--- config.mk ---
export PLATFORM = sky130hd
export DESIGN_NAME = calendar_date_advance_unit
export DESIGN_NICKNAME = d
export VERILOG_FILES = /design/src/design/cda_pkg.sv /design/src/design/cda_step_unit.sv /design/src/design/calendar_date_advance_unit.sv
export SDC_FILE = /design/constraint.sdc
export NUM_CORES = 1
export LEC_CHECK = 0
export BUFFER_PORTS_ARGS = -buffer_cell sky130_fd_sc_hd__buf_2
export CAP_MARGIN = 20
export CORE_MARGIN = 1.5
export CORE_UTILIZATION = 57
export DETAILED_ROUTE_END_ITERATION = 6
export PLACE_DENSITY_LB_ADDON = 0.08
export REMOVE_ABC_BUFFERS = 1
export SYNTH_ARGS = -nofsm -noshare
export SYNTH_HDL_FRONTEND = slang
export SYNTH_SLANG_ARGS = --single-unit
--- constraint.sdc ---
create_clock -name i_clk -period 7.4 [get_ports i_clk]
set_clock_uncertainty 0.1 [all_clocks]
set_input_delay 0 -clock i_clk [delete_from_list [all_inputs] [get_ports i_clk]]
set_output_delay 0 -clock i_clk [all_outputs]
set_load 0.01 [all_outputs]
--- src/design/cda_pkg.sv ---
// ----------------------------------------------------------------------------
// Calendar date advance package
// Widths, codes, state type and Gregorian calendar helper functions.
// ----------------------------------------------------------------------------
`default_nettype none

package cda_pkg;

    localparam int DAY_W     = 5;
    localparam int MONTH_W   = 4;
    localparam int YEAR_W    = 14;
    localparam int DAYS_IN_W = 16;
    localparam int LEN_W     = 9;
    localparam int ADDR_W    = 4;
    localparam int DATA_W    = 32;

    localparam int BASE_YEAR    = 1900;
    localparam int DEFAULT_YEAR = 2000;
    localparam int MONTHS       = 12;
    localparam int FEB_DAYS     = 28;
    localparam int YEAR_DAYS    = 365;

    // Divisibility by 100 is found from y * ceil(2^19 / 100): exact multiples leave a
    // fraction below 2^11, all other years leave at least 0.01 * 2^19.
    localparam int LEAP_MUL    = 5243;
    localparam int LEAP_MUL_W  = 13;
    localparam int LEAP_FRAC_W = 19;
    localparam int LEAP_TOL_W  = 11;
    localparam int LEAP_PROD_W = YEAR_W + 1 + LEAP_MUL_W;

    typedef enum logic [2:0] {
        ST_IDLE,
        ST_PREP,
        ST_YEARS,
        ST_MONTHS,
        ST_FINISH
    } t_state;

    typedef enum logic {
        ALU_ADD,
        ALU_SUB
    } t_alu_op;

    typedef enum logic [1:0] {
        REG_START_DAY   = 2'd0,
        REG_START_MONTH = 2'd1,
        REG_START_YEAR  = 2'd2
    } t_reg_idx;

    function automatic logic is_leap(input logic [YEAR_W:0] y);
        logic [LEAP_PROD_W-1:0] prod;
        logic                   div100;
        logic [1:0]             q_lo;
        prod   = LEAP_PROD_W'(y) * LEAP_PROD_W'(LEAP_MUL);
        div100 = (prod[LEAP_FRAC_W-1:LEAP_TOL_W] == '0);
        q_lo   = prod[LEAP_FRAC_W+1:LEAP_FRAC_W];
        return ((y[1:0] == 2'b00) && !div100) || (div100 && (q_lo == 2'b00));
    endfunction

    function automatic logic [DAY_W-1:0] month_len(input logic [MONTH_W-1:0] m,
                                                   input logic leap);
        logic [DAY_W-1:0] len;
        if (m == MONTH_W'(2)) begin
            len = DAY_W'(FEB_DAYS) + DAY_W'(leap);
        end else if (m inside {4'd4, 4'd6, 4'd9, 4'd11}) begin
            len = DAY_W'(30);
        end else begin
            len = DAY_W'(31);
        end
        return len;
    endfunction

    function automatic logic [LEN_W-1:0] year_len(input logic leap);
        return LEN_W'(YEAR_DAYS) + LEN_W'(leap);
    endfunction

endpackage

`default_nettype wire

--- src/design/cda_step_unit.sv ---
// ----------------------------------------------------------------------------
// Calendar date advance - shared step unit
// One adder/subtractor with a compare, reused for every month and year step.
// ----------------------------------------------------------------------------
`default_nettype none

module cda_step_unit #(
    parameter int TOT_W = 17
) (
    input  var cda_pkg::t_alu_op           i_op,
    input  var logic [TOT_W-1:0]           i_a,
    input  var logic [cda_pkg::LEN_W-1:0]  i_b,
    output var logic [TOT_W-1:0]           o_res,
    output var logic                       o_ge
);
    import cda_pkg::*;

    logic [TOT_W-1:0] b_ext;

    assign b_ext = TOT_W'(i_b);
    assign o_ge  = (i_a >= b_ext);

    always_comb begin
        case (i_op)
            ALU_ADD: o_res = i_a + b_ext;
            ALU_SUB: o_res = i_a - b_ext;
            default: o_res = i_a;
        endcase
    end

endmodule

`default_nettype wire

--- src/design/calendar_date_advance_unit.sv ---
// ----------------------------------------------------------------------------
// Calendar date advance unit
// Holds a Gregorian date and moves it forward by a day count per request.
// ----------------------------------------------------------------------------
//  Channel   Direction  Handshake            Payload
//  request   in         i_valid / o_stall    i_days_to_add
//  result    out        o_valid / i_stall    o_day, o_month, o_year, o_overflow
//  config    in         APB psel / penable   paddr, pwdata, prdata
//
// A request first adds the months before the start month, then strips whole years
// and then whole months; the single shared adder in cda_step_unit does
// one month or one year per cycle. o_stall is high from acceptance until the
// result moves into the output register. Synchronous reset restores 1.1.2000.
// A stalled result holds while the next request is already being taken.
// ----------------------------------------------------------------------------
`default_nettype none

module calendar_date_advance_unit #(
    parameter int MAX_YEAR       = 9999,
    parameter int DAY_COUNT_BITS = 16
) (
    input  var logic                            i_clk,
    input  var logic                            i_rst_n,
    input  var logic                            i_valid,
    output var logic                            o_stall,
    input  var logic [cda_pkg::DAYS_IN_W-1:0]   i_days_to_add,
    output var logic                            o_valid,
    input  var logic                            i_stall,
    output var logic [cda_pkg::DAY_W-1:0]       o_day,
    output var logic [cda_pkg::MONTH_W-1:0]     o_month,
    output var logic [cda_pkg::YEAR_W-1:0]      o_year,
    output var logic                            o_overflow,
    input  var logic                            psel,
    input  var logic                            penable,
    input  var logic                            pwrite,
    input  var logic [cda_pkg::ADDR_W-1:0]      paddr,
    input  var logic [cda_pkg::DATA_W-1:0]      pwdata,
    output var logic [cda_pkg::DATA_W-1:0]      prdata,
    output var logic                            pready
);
    import cda_pkg::*;

    localparam int USE_BITS = (DAY_COUNT_BITS < DAYS_IN_W) ? DAY_COUNT_BITS : DAYS_IN_W;
    localparam int TOT_W    = ((USE_BITS > LEN_W) ? USE_BITS : LEN_W) + 1;

    t_state               r_state, n_state;
    logic [DAY_W-1:0]     r_start_day, n_start_day;
    logic [MONTH_W-1:0]   r_start_month, n_start_month;
    logic [YEAR_W-1:0]    r_start_year, n_start_year;
    logic [DAY_W-1:0]     r_cur_day, n_cur_day;
    logic [MONTH_W-1:0]   r_cur_month, n_cur_month;
    logic [YEAR_W-1:0]    r_cur_year, n_cur_year;
    logic [TOT_W-1:0]     r_total, n_total;
    logic [MONTH_W-1:0]   r_m, n_m;
    logic [YEAR_W:0]      r_y, n_y;
    logic [YEAR_W:0]      r_yn, n_yn;
    logic                 r_leap, n_leap;
    logic                 r_ovf, n_ovf;
    logic                 r_out_valid, n_out_valid;
    logic [DAY_W-1:0]     r_out_day, n_out_day;
    logic [MONTH_W-1:0]   r_out_month, n_out_month;
    logic [YEAR_W-1:0]    r_out_year, n_out_year;
    logic                 r_out_ovf, n_out_ovf;

    logic                 in_acc;
    logic                 out_free;
    logic                 cfg_wr;
    t_reg_idx             cfg_idx;
    logic                 start_ok;
    t_alu_op              alu_op;
    logic [LEN_W-1:0]     alu_b;
    logic [TOT_W-1:0]     alu_res;
    logic                 alu_ge;
    logic                 more_months;
    logic                 year_over;

    assign in_acc      = i_valid && !o_stall;
    assign out_free    = !r_out_valid || !i_stall;
    assign cfg_wr      = psel && penable && pwrite;
    assign cfg_idx     = t_reg_idx'(paddr[ADDR_W-1:2]);
    assign more_months = (r_m < MONTH_W'(MONTHS)) && alu_ge;
    assign year_over   = (r_yn > (YEAR_W+1)'(MAX_YEAR));

    cda_step_unit #(
        .TOT_W (TOT_W)
    ) u_step (
        .i_op  (alu_op),
        .i_a   (r_total),
        .i_b   (alu_b),
        .o_res (alu_res),
        .o_ge  (alu_ge)
    );

    always_comb begin
        alu_op = (r_state == ST_PREP) ? ALU_ADD : ALU_SUB;
        alu_b  = (r_state == ST_YEARS) ? year_len(r_leap) : LEN_W'(month_len(r_m, r_leap));
    end

    // Next state
    always_comb begin
        n_state = r_state;
        case (r_state)
            ST_IDLE: begin
                if (in_acc) begin
                    n_state = ST_PREP;
                end
            end
            ST_PREP: begin
                if (r_m >= r_cur_month) begin
                    n_state = ST_YEARS;
                end
            end
            ST_YEARS: begin
                if (!alu_ge) begin
                    n_state = ST_MONTHS;
                end else if (year_over) begin
                    n_state = ST_FINISH;
                end
            end
            ST_MONTHS: begin
                if (!more_months) begin
                    n_state = ST_FINISH;
                end
            end
            ST_FINISH: begin
                if (out_free) begin
                    n_state = ST_IDLE;
                end
            end
            default: n_state = ST_IDLE;
        endcase
    end

    // Datapath and outputs
    always_comb begin
        n_total       = r_total;
        n_m           = r_m;
        n_y           = r_y;
        n_yn          = r_yn;
        n_leap        = r_leap;
        n_ovf         = r_ovf;
        n_cur_day     = r_cur_day;
        n_cur_month   = r_cur_month;
        n_cur_year    = r_cur_year;
        n_out_valid   = r_out_valid && i_stall;
        n_out_day     = r_out_day;
        n_out_month   = r_out_month;
        n_out_year    = r_out_year;
        n_out_ovf     = r_out_ovf;
        n_start_day   = r_start_day;
        n_start_month = r_start_month;
        n_start_year  = r_start_year;
        start_ok      = 1'b0;

        case (r_state)
            ST_IDLE: begin
                if (in_acc) begin
                    // Day offset within the current year starts from the day of month.
                    n_total = TOT_W'(r_cur_day) - TOT_W'(1)
                            + TOT_W'(i_days_to_add[USE_BITS-1:0]);
                    n_m     = MONTH_W'(1);
                    n_y     = (YEAR_W+1)'(r_cur_year);
                    n_yn    = (YEAR_W+1)'(r_cur_year) + (YEAR_W+1)'(1);
                    n_leap  = is_leap((YEAR_W+1)'(r_cur_year));
                    n_ovf   = 1'b0;
                end
            end
            ST_PREP: begin
                if (r_m < r_cur_month) begin
                    n_total = alu_res;
                    n_m     = r_m + MONTH_W'(1);
                end
            end
            ST_YEARS: begin
                if (alu_ge) begin
                    n_total = alu_res;
                    n_y     = r_yn;
                    n_yn    = r_yn + (YEAR_W+1)'(1);
                    n_leap  = is_leap(r_yn);
                    n_ovf   = year_over;
                end else begin
                    n_m = MONTH_W'(1);
                end
            end
            ST_MONTHS: begin
                if (more_months) begin
                    n_total = alu_res;
                    n_m     = r_m + MONTH_W'(1);
                end
            end
            ST_FINISH: begin
                if (out_free) begin
                    if (r_ovf) begin
                        n_cur_day   = DAY_W'(31);
                        n_cur_month = MONTH_W'(MONTHS);
                        n_cur_year  = YEAR_W'(MAX_YEAR);
                    end else begin
                        n_cur_day   = r_total[DAY_W-1:0] + DAY_W'(1);
                        n_cur_month = r_m;
                        n_cur_year  = r_y[YEAR_W-1:0];
                    end
                    n_out_valid = 1'b1;
                    n_out_day   = n_cur_day;
                    n_out_month = n_cur_month;
                    n_out_year  = n_cur_year;
                    n_out_ovf   = r_ovf;
                end
            end
            default: ;
        endcase

        // Any start register write reloads the stored date from all three, or 1.1.2000 if they form no valid date.
        if (cfg_wr) begin
            case (cfg_idx)
                REG_START_DAY:   n_start_day   = pwdata[DAY_W-1:0];
                REG_START_MONTH: n_start_month = pwdata[MONTH_W-1:0];
                REG_START_YEAR:  n_start_year  = pwdata[YEAR_W-1:0];
                default: ;
            endcase
            start_ok = (n_start_month >= MONTH_W'(1)) && (n_start_month <= MONTH_W'(MONTHS))
                    && (n_start_year >= YEAR_W'(BASE_YEAR))
                    && (n_start_year <= YEAR_W'(MAX_YEAR))
                    && (n_start_day >= DAY_W'(1))
                    && (n_start_day <= month_len(n_start_month,
                                                 is_leap((YEAR_W+1)'(n_start_year))));
            case (cfg_idx)
                REG_START_DAY, REG_START_MONTH, REG_START_YEAR: begin
                    n_cur_day   = start_ok ? n_start_day   : DAY_W'(1);
                    n_cur_month = start_ok ? n_start_month : MONTH_W'(1);
                    n_cur_year  = start_ok ? n_start_year  : YEAR_W'(DEFAULT_YEAR);
                end
                default: ;
            endcase
        end
    end

    always_comb begin
        case (cfg_idx)
            REG_START_DAY:   prdata = DATA_W'(r_start_day);
            REG_START_MONTH: prdata = DATA_W'(r_start_month);
            REG_START_YEAR:  prdata = DATA_W'(r_start_year);
            default:         prdata = '0;
        endcase
    end

    always_ff @(posedge i_clk) begin
        if (!i_rst_n) begin
            r_state       <= ST_IDLE;
            r_out_valid   <= 1'b0;
            r_start_day   <= DAY_W'(1);
            r_start_month <= MONTH_W'(1);
            r_start_year  <= YEAR_W'(DEFAULT_YEAR);
            r_cur_day     <= DAY_W'(1);
            r_cur_month   <= MONTH_W'(1);
            r_cur_year    <= YEAR_W'(DEFAULT_YEAR);
        end else begin
            r_state       <= n_state;
            r_out_valid   <= n_out_valid;
            r_start_day   <= n_start_day;
            r_start_month <= n_start_month;
            r_start_year  <= n_start_year;
            r_cur_day     <= n_cur_day;
            r_cur_month   <= n_cur_month;
            r_cur_year    <= n_cur_year;
        end
    end

    always_ff @(posedge i_clk) begin
        r_total     <= n_total;
        r_m         <= n_m;
        r_y         <= n_y;
        r_yn        <= n_yn;
        r_leap      <= n_leap;
        r_ovf       <= n_ovf;
        r_out_day   <= n_out_day;
        r_out_month <= n_out_month;
        r_out_year  <= n_out_year;
        r_out_ovf   <= n_out_ovf;
    end

    assign o_stall    = (r_state != ST_IDLE);
    assign o_valid    = r_out_valid;
    assign o_day      = r_out_day;
    assign o_month    = r_out_month;
    assign o_year     = r_out_year;
    assign o_overflow = r_out_ovf;
    assign pready     = 1'b1;

endmodule

`default_nettype wire

## Word-level counts from Yosys, hierarchy flattened

Cells that the tools add are included.

| cells by class | value |
|---|---|
| muxes and demuxes | 64 |
| equality and inequality tests | 25 |
| add/sub/neg operators | 11 |
| magnitude comparators | 11 |
| multiply operators | 3 |
| reduce and logical (&&, ||, !) cells | 48 |

Operators with widths:

| cell | number |
|---|---|
| 14-bit two-way mux | 10 |
| 17-bit two-way mux | 4 |
| 17-bit one-hot mux with 4 select lines | 1 |
| 5-bit two-way mux | 11 |
| 4-bit two-way mux | 12 |
| 14-bit by 13-bit multiplier with 21-bit output (second input constant) | 2 |
| 14-bit one-hot mux with 3 select lines | 1 |
| 17-bit one-hot mux with 2 select lines | 1 |
| 15-bit two-way mux | 2 |
| 15-bit one-hot mux with 2 select lines | 1 |
| 14-bit one-hot mux with 2 select lines | 1 |
| 8-bit zero test | 3 |
| 15-bit by 13-bit multiplier with 21-bit output (second input constant) | 1 |
| 3-bit two-way mux | 6 |
| 17-bit by 16-bit adder with 17-bit output | 1 |
| 17-bit by 9-bit adder with 17-bit output | 1 |
| 17-bit by 9-bit greater-or-equal comparator with 1-bit output | 1 |
| 17-bit by 9-bit subtractor with 17-bit output | 1 |
| 4-bit by 3-bit == test with 1-bit output (second input constant) | 4 |
| 4-bit == test (second input constant) | 4 |
| 1-bit logical AND | 16 |
| 4-bit one-hot mux with 4 select lines | 1 |
| 14-bit by 1-bit adder with 15-bit output (second input constant) | 1 |
| 15-bit by 1-bit adder with 15-bit output (second input constant) | 1 |
| 39 further kinds | 75 |

| word-level totals | value |
|---|---|
| register bits | 126 |
| word-level logic and storage cells | 180 |

## Logic depth before layout (Yosys ltp)

Gate-level depths: netlist of the first run.

| logic depth | value |
|---|---|
| depth after elaboration | 16 |
| gate-level depth with buffers | 34 |

## Cells and area by module

Synthesis of the first run repeated with hierarchy kept, for this count alone.

| second synthesis, totals | value |
|---|---|
| cell total of the unflattened synthesis | 1854 |
| area, all modules | 17485.5 µm² |

By module, submodules not included:

| module | area an instance (µm²) | times used | cells an instance |
|---|---|---|---|
| calendar_date_advance_unit | 16325.7 | 1 | 1679 |
| cda_step_unit | 1159.9 | 1 | 175 |

## Worst setup path after synthesis of the first run

Ideal clock, no wire load.

| timing | value |
|---|---|
| path kind | input -> register |
| from | in paddr[3] in the netlist's numbering |
| to | reg r_cur_year[6] |
| cell stages on the path | 33 |
| setup slack | 0.183 ns |
| setup time | 0.129 ns |
| path buffers | 4 |
| arrival | 6.988 ns |
| cell sequence | buf_4 nor2b_4 buf_6 buf_1 mux2i_1 inv_1 ha_1 o21bai_1 ha_1 inv_1 fa_1 inv_1 fa_1 inv_1 fa_1 inv_1 ha_1 nor3_1 a21oi_1 a211oi_1 o2111ai_1 or3_1 o211a_1 ha_1 nand2_1 o21ai_0 nor4_1 a2111oi_1 o2111ai_1 a211oi_2 buf_4 a22o_1 nand2_1 |

| between the ends | value |
|---|---|
| cells in the longest elaborated chain, start to end | 16 |

RTL lines:

| what | RTL line | source |
|---|---|---|
| from (decl) | calendar_date_advance_unit.sv:36 | `input var logic [cda_pkg::ADDR_W-1:0] paddr,` |
| 2-bit == test | calendar_date_advance_unit.sv:214, calendar_date_advance_unit.sv:226 |  |
| 14-bit two-way mux | calendar_date_advance_unit.sv:214 | `case (cfg_idx)` |
| 14-bit two-way mux | calendar_date_advance_unit.sv:213 | `if (cfg_wr) begin` |
| 14-bit by 13-bit multiplier with 21-bit output | cda_pkg.sv:54 | `prod = LEAP_PROD_W'(y) * LEAP_PROD_W'(LEAP_MUL);` |
| 8-bit zero test | cda_pkg.sv:55 | `div100 = (prod[LEAP_FRAC_W-1:LEAP_TOL_W] == '0);` |
| 1-bit zero test | cda_pkg.sv:57 | `return ((y[1:0] == 2'b00) && !div100) \|\| (div100 && (q_lo == 2'b00));` |
| 1-bit logical AND | cda_pkg.sv:57 |  |
| 1-bit logical OR | cda_pkg.sv:57 |  |
| 3-bit by 2-bit adder with 4-bit output | cda_pkg.sv:64 | `len = DAY_W'(FEB_DAYS) + DAY_W'(leap);` |
| 5-bit two-way mux | cda_pkg.sv:63 | `if (m == MONTH_W'(2)) begin` |
| 5-bit two-way mux | calendar_date_advance_unit.sv:213 |  |
| 5-bit less-or-equal comparator | calendar_date_advance_unit.sv:224 | `&& (n_start_day <= month_len(n_start_month,` |
| 1-bit logical AND | calendar_date_advance_unit.sv:224 |  |
| 14-bit two-way mux | calendar_date_advance_unit.sv:230 | `n_cur_year = start_ok ? n_start_year : YEAR_W'(DEFAULT_YEAR);` |
| 14-bit two-way mux (*) | calendar_date_advance_unit.sv:226 | `case (cfg_idx)` |
| 14-bit two-way mux (*) | calendar_date_advance_unit.sv:213 |  |
| to (signal assigned) | calendar_date_advance_unit.sv:255 | `r_cur_year <= YEAR_W'(DEFAULT_YEAR);` |
| to (signal assigned) | calendar_date_advance_unit.sv:264 | `r_cur_year <= n_cur_year;` |
| to (decl) | calendar_date_advance_unit.sv:52 | `logic [YEAR_W-1:0] r_cur_year, n_cur_year;` |

Mark *: on every way between the ends. The rest lies on a longest branch, timed or not. The select of a mux whose other input is x is not followed.
A chain may end at the register's enable or synchronous reset.

## Worst setup path in the final report of the first run

| timing | value |
|---|---|
| from | reg r_start_year[6] |
| to | reg r_cur_year[6] |

| between the ends | value |
|---|---|
| cells in the longest elaborated chain, start to end | 15 |

RTL lines:

| what | RTL line | source |
|---|---|---|
| from (decl) | calendar_date_advance_unit.sv:49 | `logic [YEAR_W-1:0] r_start_year, n_start_year;` |
| from (signal assigned) | calendar_date_advance_unit.sv:252 | `r_start_year <= YEAR_W'(DEFAULT_YEAR);` |
| from (signal assigned) | calendar_date_advance_unit.sv:261 | `r_start_year <= n_start_year;` |
| 14-bit two-way mux (*) | calendar_date_advance_unit.sv:214 |  |
| 14-bit two-way mux (*) | calendar_date_advance_unit.sv:213 |  |
| 14-bit by 13-bit multiplier with 21-bit output | cda_pkg.sv:54 |  |
| 8-bit zero test | cda_pkg.sv:55 |  |
| 1-bit zero test | cda_pkg.sv:57 |  |
| 1-bit logical AND | cda_pkg.sv:57 |  |
| 1-bit logical OR | cda_pkg.sv:57 |  |
| 3-bit by 2-bit adder with 4-bit output | cda_pkg.sv:64 |  |
| 5-bit two-way mux | cda_pkg.sv:63 |  |
| 5-bit two-way mux | calendar_date_advance_unit.sv:213 |  |
| 5-bit less-or-equal comparator | calendar_date_advance_unit.sv:224 |  |
| 1-bit logical AND | calendar_date_advance_unit.sv:224 |  |
| 14-bit two-way mux (*) | calendar_date_advance_unit.sv:230 |  |
| 14-bit two-way mux (*) | calendar_date_advance_unit.sv:226 |  |
| 14-bit two-way mux (*) | calendar_date_advance_unit.sv:213 |  |

Marked as above.

==> metrics.txt, run 1 <==
status completed; antenna violations before repair 0; Syn Std Cell Area 17300 µm²; CP bufs+invs 5; count of different cell masters after synthesis 76; TritonCTS Buffers 17; worst hold start pwdata[13]; final net count around 2500; post-synth top area cell fa_1; fin crit share 0.9600; WL per Instance 16.69 µm; Worst Path Required 7.58 ns; Setup Viol. Count Final 0; starting density of the core 0.5807; Critical Path AT around 7.3 ns; Worst path most repeated cell fa_1; first-pass GRT wire length approximately 64 mm; Worst R2R Path Depth 30; die height 177.2 µm; post-route minimum period between 7 and 8 ns; Routed WL 39.39 mm; detailed placement HPWL between 30 and 40 mm; Detailed Routing Iterations Pass 1 5; Ant. Diodes 0; syn avg cell area between 9 and 10 µm²; Core Area roughly 30000 µm²; Crit Path Class reg -> reg; Tightest Hold Check Type in -> reg; R2R setup slack just under 0.3 ns; fill count between 2000 and 2500; Fin. Hold Viols 0; Worst Setup Start Kind flip-flop; PortBufs between 70 and 80; setup_tns 0 ns; GR Overflow Total 0; sequential element share of the synthesized area 0.1898; Area growth, synth to finish 12.71%; reg2reg start r_start_year[6]; largest net degree at the start of global routing around 50; ANT nets after route 0; First DRT Iteration DRCs about 710; Worst-Margin Slew around 0.96 ns; hold path depth 5; fmax between 100 and 150 MHz; RR Endpoint r_cur_year[6]; Mapped Cells around 1800; Hold EP r_start_year[13]; max_slew headroom 0.3585; Multi-input gate area approximately 13000 µm²; Reg area about 3300 µm²; top-area cell type share of the netlist area 0.2083; commonest non-fill, non-tap cell in the layout inv_1; clock root cell clkbuf_16; via count ~13000; CTS tree built; Longest Clk Path Bufs 2; largest cells by area after synthesis fa_1, ha_1, edfxtp_1, inv_1, dfxtp_1; Total GRT Usage 0.2627; std cell rows 63; I/O pin cnt roughly 120; vias per inst 5.403; vias in the first global route 12810; clock slew at reported path FFs ~0.070 ns; Critical Path Sink Type flip-flop; die area 31410 µm²; synth warn 0; CP max FO 7; CP top delay family compound AO/OA/AOI/OAI gates; FFs w/ async S/R, synth 0; CP max stage delay roughly 0.59 ns; max_cap viols 0; CTS Sinks between 100 and 150; number of synthesized register bits 126; Die W between 150 and 200 µm; Post-synth EDFFs between 70 and 80; Slowest-stage cell, CP fa_1; Synth Flop Type edfxtp_1; max-slew violation count 0; H-tree levels 4; DRC 0; GPL Wtd Cong around 0.89; share of cells above drive strength 1 0.1401; most frequent cells in the layout inv_1, ha_1, fa_1; later-pin clock latency in the skew report between 0.4 and 0.5 ns
[state kept, by name, summed over array words and instances (netlist names)]
| register | flops |
|---|---|
| r_total | 17 |
| r_yn | 15 |
| o_year | 14 |
| r_cur_year | 14 |
| r_start_year | 14 |
| r_y | 14 |
| o_day | 5 |
| r_cur_day | 5 |
| r_start_day | 5 |
| o_month | 4 |
| r_cur_month | 4 |
| r_m | 4 |
| r_start_month | 4 |
| r_state | 3 |
| o_overflow | 1 |
| o_valid | 1 |
| r_leap | 1 |
| r_ovf | 1 |
[layout make-up]
class / instances / area share
Multi-Input combinational cell: 1275 / 0.6455
Sequential cell: 126 / 0.1687
Clock inverter: 15 / 0.008918
Inverter: 378 / 0.07276
Timing Repair Buffer: 159 / 0.05729
Clock buffer: 17 / 0.02181
Tap cell: 390 / 0.02502
[tightest hold or removal path: cells and delay by family]
| kind | cells | cell delay (ns) |
|---|---|---|
| AOI/OAI and AO/OA | 1 | 0.13 |
| buffers and inverters | 2 | 0.26 |
| muxes | 1 | 0.11 |
| and+or+nand+nor | 1 | 0.05 |
[logic make-up after synthesis]
logic type,synth area share
DFF,0.1898
adders and majority gates,0.4100
other,0.0004341
and+or+nand+nor,0.1164
AOI/OAI and AO/OA,0.1044
muxes,0.03052
buffers and inverters,0.1028
xor gates and xnor gates,0.04556
[cell usage after synthesis (5+ instances only)]
master / instances
a2111oi_0: 5
a211o_1: 5
a211oi_1: 17
a21o_1: 13
a21oi_1: 52
a21oi_2: 8
a31oi_1: 11
a32o_1: 8
and2_1: 19
and3_1: 10
and4_1: 5
buf_4: 22
clkbuf_1: 35
dfxtp_1: 50
edfxtp_1: 76
fa_1: 180
ha_1: 279
inv_1: 376
mux2i_1: 41
nand2_1: 114
nand2b_1: 15
nand3_1: 39
nand4_1: 9
nor2_1: 87
nor2b_1: 22
nor2b_2: 5
nor3_1: 20
nor3b_1: 5
nor4_1: 6
o211a_1: 14
o211ai_1: 17
o21a_1: 9
o21ai_0: 34
o21ai_1: 7
o21bai_1: 12
o22ai_1: 6
or2_2: 18
or3_1: 11
or4_1: 5
xnor2_1: 51
xor2_1: 39
[what timing repair did]
action,4_1_cts,5_1_grt
endpoints found under the hold margin,10,0
hold buffers,9,0
endpoints found under the setup margin,0,23
gates resized for setup,0,63
setup buffers,0,15
[per-stage QoR]
stage	util	setup WS (ns)	hold slack (ns)	area, µm²	instances
6_report	0.6545	0.2960	0.05206	19500	2360
2_1_floorplan	-	-0.6813	-0.05247	17010	1779
5_1_grt	0.6545	-0.04189	0.07655	19500	2360
3_3_place_gp	0.6168	0.06921	0.2010	18380	2304
3_5_place_dp	0.6168	-0.07738	0.2123	18380	2304
4_1_cts	0.6400	0.03036	0.01191	19070	2345
[worst max-delay path by stage]
| stage | end | cells after the start | slack (ns) | start |
|---|---|---|---|---|
| 4_1_cts | r_cur_year[0] | 28 | 0.03 | r_start_year[7] |
| 2_1_floorplan | r_cur_year[7] | 26 | -0.68 | paddr[3] |
| 5_1_grt | r_cur_year[8] | 30 | -0.04 | r_start_year[5] |
| 3_3_place_gp | r_cur_year[7] | 30 | 0.07 | paddr[2] |
| 3_5_place_dp | r_cur_year[0] | 31 | -0.08 | paddr[2] |
| 6_report | r_cur_year[6] | 30 | 0.30 | r_start_year[6] |
[metal layers]
layer | vias to the layer above | part of all wire | GRT usage | routed length (µm)
met3 | 56 | 0.032 | 0.03308 | 1271
met2 | 214 | 0.49 | 0.4465 | 19420
met1 | 6226 | 0.45 | 0.3506 | 17870
met4 | 0 | 0.021 | 0.07627 | 818
li1 | 6254 | - | - | -
met5 | - | 0 | 0 | 0
Power of run 1 is left out: the tool's default activity adds up to more than one toggle a clock period on the data nets, which glitch-free logic cannot reach.
==> run 2: changes to the inputs <==
--- a/config.mk
+++ b/config.mk
@@ -11,7 +11,6 @@
 export CORE_UTILIZATION = 57
 export DETAILED_ROUTE_END_ITERATION = 6
 export PLACE_DENSITY_LB_ADDON = 0.08
-export REMOVE_ABC_BUFFERS = 1
 export SYNTH_ARGS = -nofsm -noshare
 export SYNTH_HDL_FRONTEND = slang
 export SYNTH_SLANG_ARGS = --single-unit
==> metrics.txt, run 2 (same netlist as run 1, synthesis figures left out) <==
post-route minimum period 7.040 ns (was 7.104 ns); clock slew at reported path FFs 0.06 ns (was 0.07 ns); CTS Sinks 126 (unchanged); CTS tree built (unchanged); Worst Path Required 7.65 ns (was 7.58 ns); Critical Path AT 7.29 ns (about the same); max FFs per register 17 (unchanged); Fin. Hold Viols 0 (unchanged); most frequent cells in the layout inv_1, ha_1, fa_1 (unchanged); vias in the first global route 12570 (was 12810); CP max stage delay 0.54 ns (was 0.59 ns); final instance area 19250 µm² (was 19500 µm²); share of cells above drive strength 1 0.1262 (was 0.1401); max_slew headroom 0.3928 (was 0.3585); Tightest Hold Check Type in -> reg (unchanged); Setup Viol. Count Final 0 (unchanged); R2R setup slack 0.36 ns (was 0.30 ns); Area growth, synth to finish 11.25% (was 12.71%); TritonCTS Buffers 17 (unchanged); Longest Clk Path Bufs 2 (unchanged); fill count 2564 (was 2498); Detailed Routing Iterations Pass 1 5 (unchanged); Crit Path Class reg -> reg (unchanged); Die W 177.2 µm (unchanged); Largest regs r_total x17, r_yn x15 (unchanged); max_cap viols 0 (unchanged); Biggest register r_total (unchanged); GPL Wtd Cong 0.8753 (was 0.8909); Core Area 29800 µm² (unchanged); Routed WL 38.89 mm (was 39.39 mm); GR Overflow Total 0 (unchanged); via count 12610 (was 12750); die area 31410 µm² (unchanged); I/O pin cnt 118 (unchanged); largest net degree at the start of global routing 51 (unchanged); commonest non-fill, non-tap cell in the layout inv_1 (unchanged); Slowest-stage cell, CP fa_1 (unchanged); vias per inst 5.370 (was 5.403); Worst path most repeated cell fa_1 (unchanged); Worst-Margin Slew 0.9108 ns (was 0.9571 ns); std cell rows 63 (unchanged); Worst Setup Start Kind flip-flop (unchanged); setup_tns 0 ns (unchanged); Total GRT Usage 0.2609 (was 0.2627); fin cells 2348 (was 2360); max-slew violation count 0 (unchanged); first-pass GRT wire length 63.93 mm (was 64.36 mm); final net count 2462 (was 2475); fin crit share 0.9514 (was 0.9600); PortBufs 78 (unchanged); detailed placement HPWL 32.26 mm (was 32.23 mm); CP top delay family adder cells (was compound AO/OA/AOI/OAI gates); antenna violations before repair 1 (was 0); Placed Cells incl. Taps 2297 (was 2304); starting density of the core 0.5807 (unchanged); later-pin clock latency in the skew report 0.42 ns (was 0.44 ns); status completed (unchanged); die height 177.2 µm (unchanged); DRC 0 (unchanged); fmax 142.0 MHz (was 140.8 MHz); Critical Path Sink Type flip-flop (unchanged); clock root cell clkbuf_16 (unchanged); placed inst area 18330 µm² (was 18380 µm²); ANT nets after route 0 (unchanged); First DRT Iteration DRCs 721 (was 706); WL per Instance 16.56 µm (was 16.69 µm); H-tree levels 4 (unchanged); CP bufs+invs 6 (was 5); CP max FO 7 (unchanged)
[run 2: cell types whose count changed in the layout (fill, tap and decap cells not counted), moves of 3 or more]
cell,previous run,this run
buf_4,61,51
buf_8,3,0
clkbuf_16,17,20
dfxtp_1,45,50
dfxtp_2,5,0
ha_1,272,275
inv_1,372,376
inv_2,6,2
[run 2: per-stage QoR]
step | utilization | hold slack [ns] | worst slack, ns
5_1_grt | 0.6460 | 0.02204 | -0.03161
2_1_floorplan | - | 0.06806 | 0.1829
3_3_place_gp | 0.6151 | 0.2079 | 0.1103
6_report | 0.6460 | 0.01603 | 0.3598
4_1_cts | 0.6382 | 0.01125 | 0.009530
3_5_place_dp | 0.6153 | 0.2141 | -0.1893
[run 2: routing by layer]
layer	routed length, µm	global-route usage	vias to the layer above
met1	18600	0.3718	6104
li1	-	-	6231
met5	0	0	-
met2	18030	0.4155	226
met4	880	0.07168	0
met3	1374	0.03544	47
[run 2: layout make-up]
cell class	count	area, µm²	share of cell area
diodes	1	2.502	0.0001300
clock buffers	20	489.2	0.02542
clock inverters	12	95.09	0.004941
inverters	378	1419	0.07372
multi-input cells	1275	12460	0.6473
flip-flops and latches	126	3283	0.1706
well taps	390	488.0	0.02535
repair buffers	146	1012	0.05259
[run 2: what timing repair did]
item | 4_1_cts | 5_1_grt
resized for setup | 3 | 28
endpoints found under the hold margin | 8 | 0
pin swaps | 3 | 11
buffers inserted | 0 | 9
cloned | 0 | 1
endpoints found under the setup margin | 8 | 23
hold buffers | 8 | 0
[run 2: worst paths after layout]
check / startpoint / to / cells after the start
worst max-delay path: r_start_year[6] / r_cur_year[5] / 31
worst min-delay path: pwdata[9] / r_start_year[9] / 4
worst max register to register: r_start_year[6] / r_cur_year[5] / 31
worst min register to register: r_start_day[0] / r_start_day[0] / 2
[run 2: worst register-to-register path, delay by kind of cell, from the launching register on]
family | cells | cell delay [ns]
buffers and inverters | 6 | 0.73
muxes | 1 | 0.19
adders and majority gates | 6 | 2.25
AOI/OAI and AO/OA | 12 | 2.09
and+or+nand+nor | 5 | 1.10
DFF | 1 | 0.33
xor gates and xnor gates | 1 | 0.18
Power of run 2 is left out for the same reason.
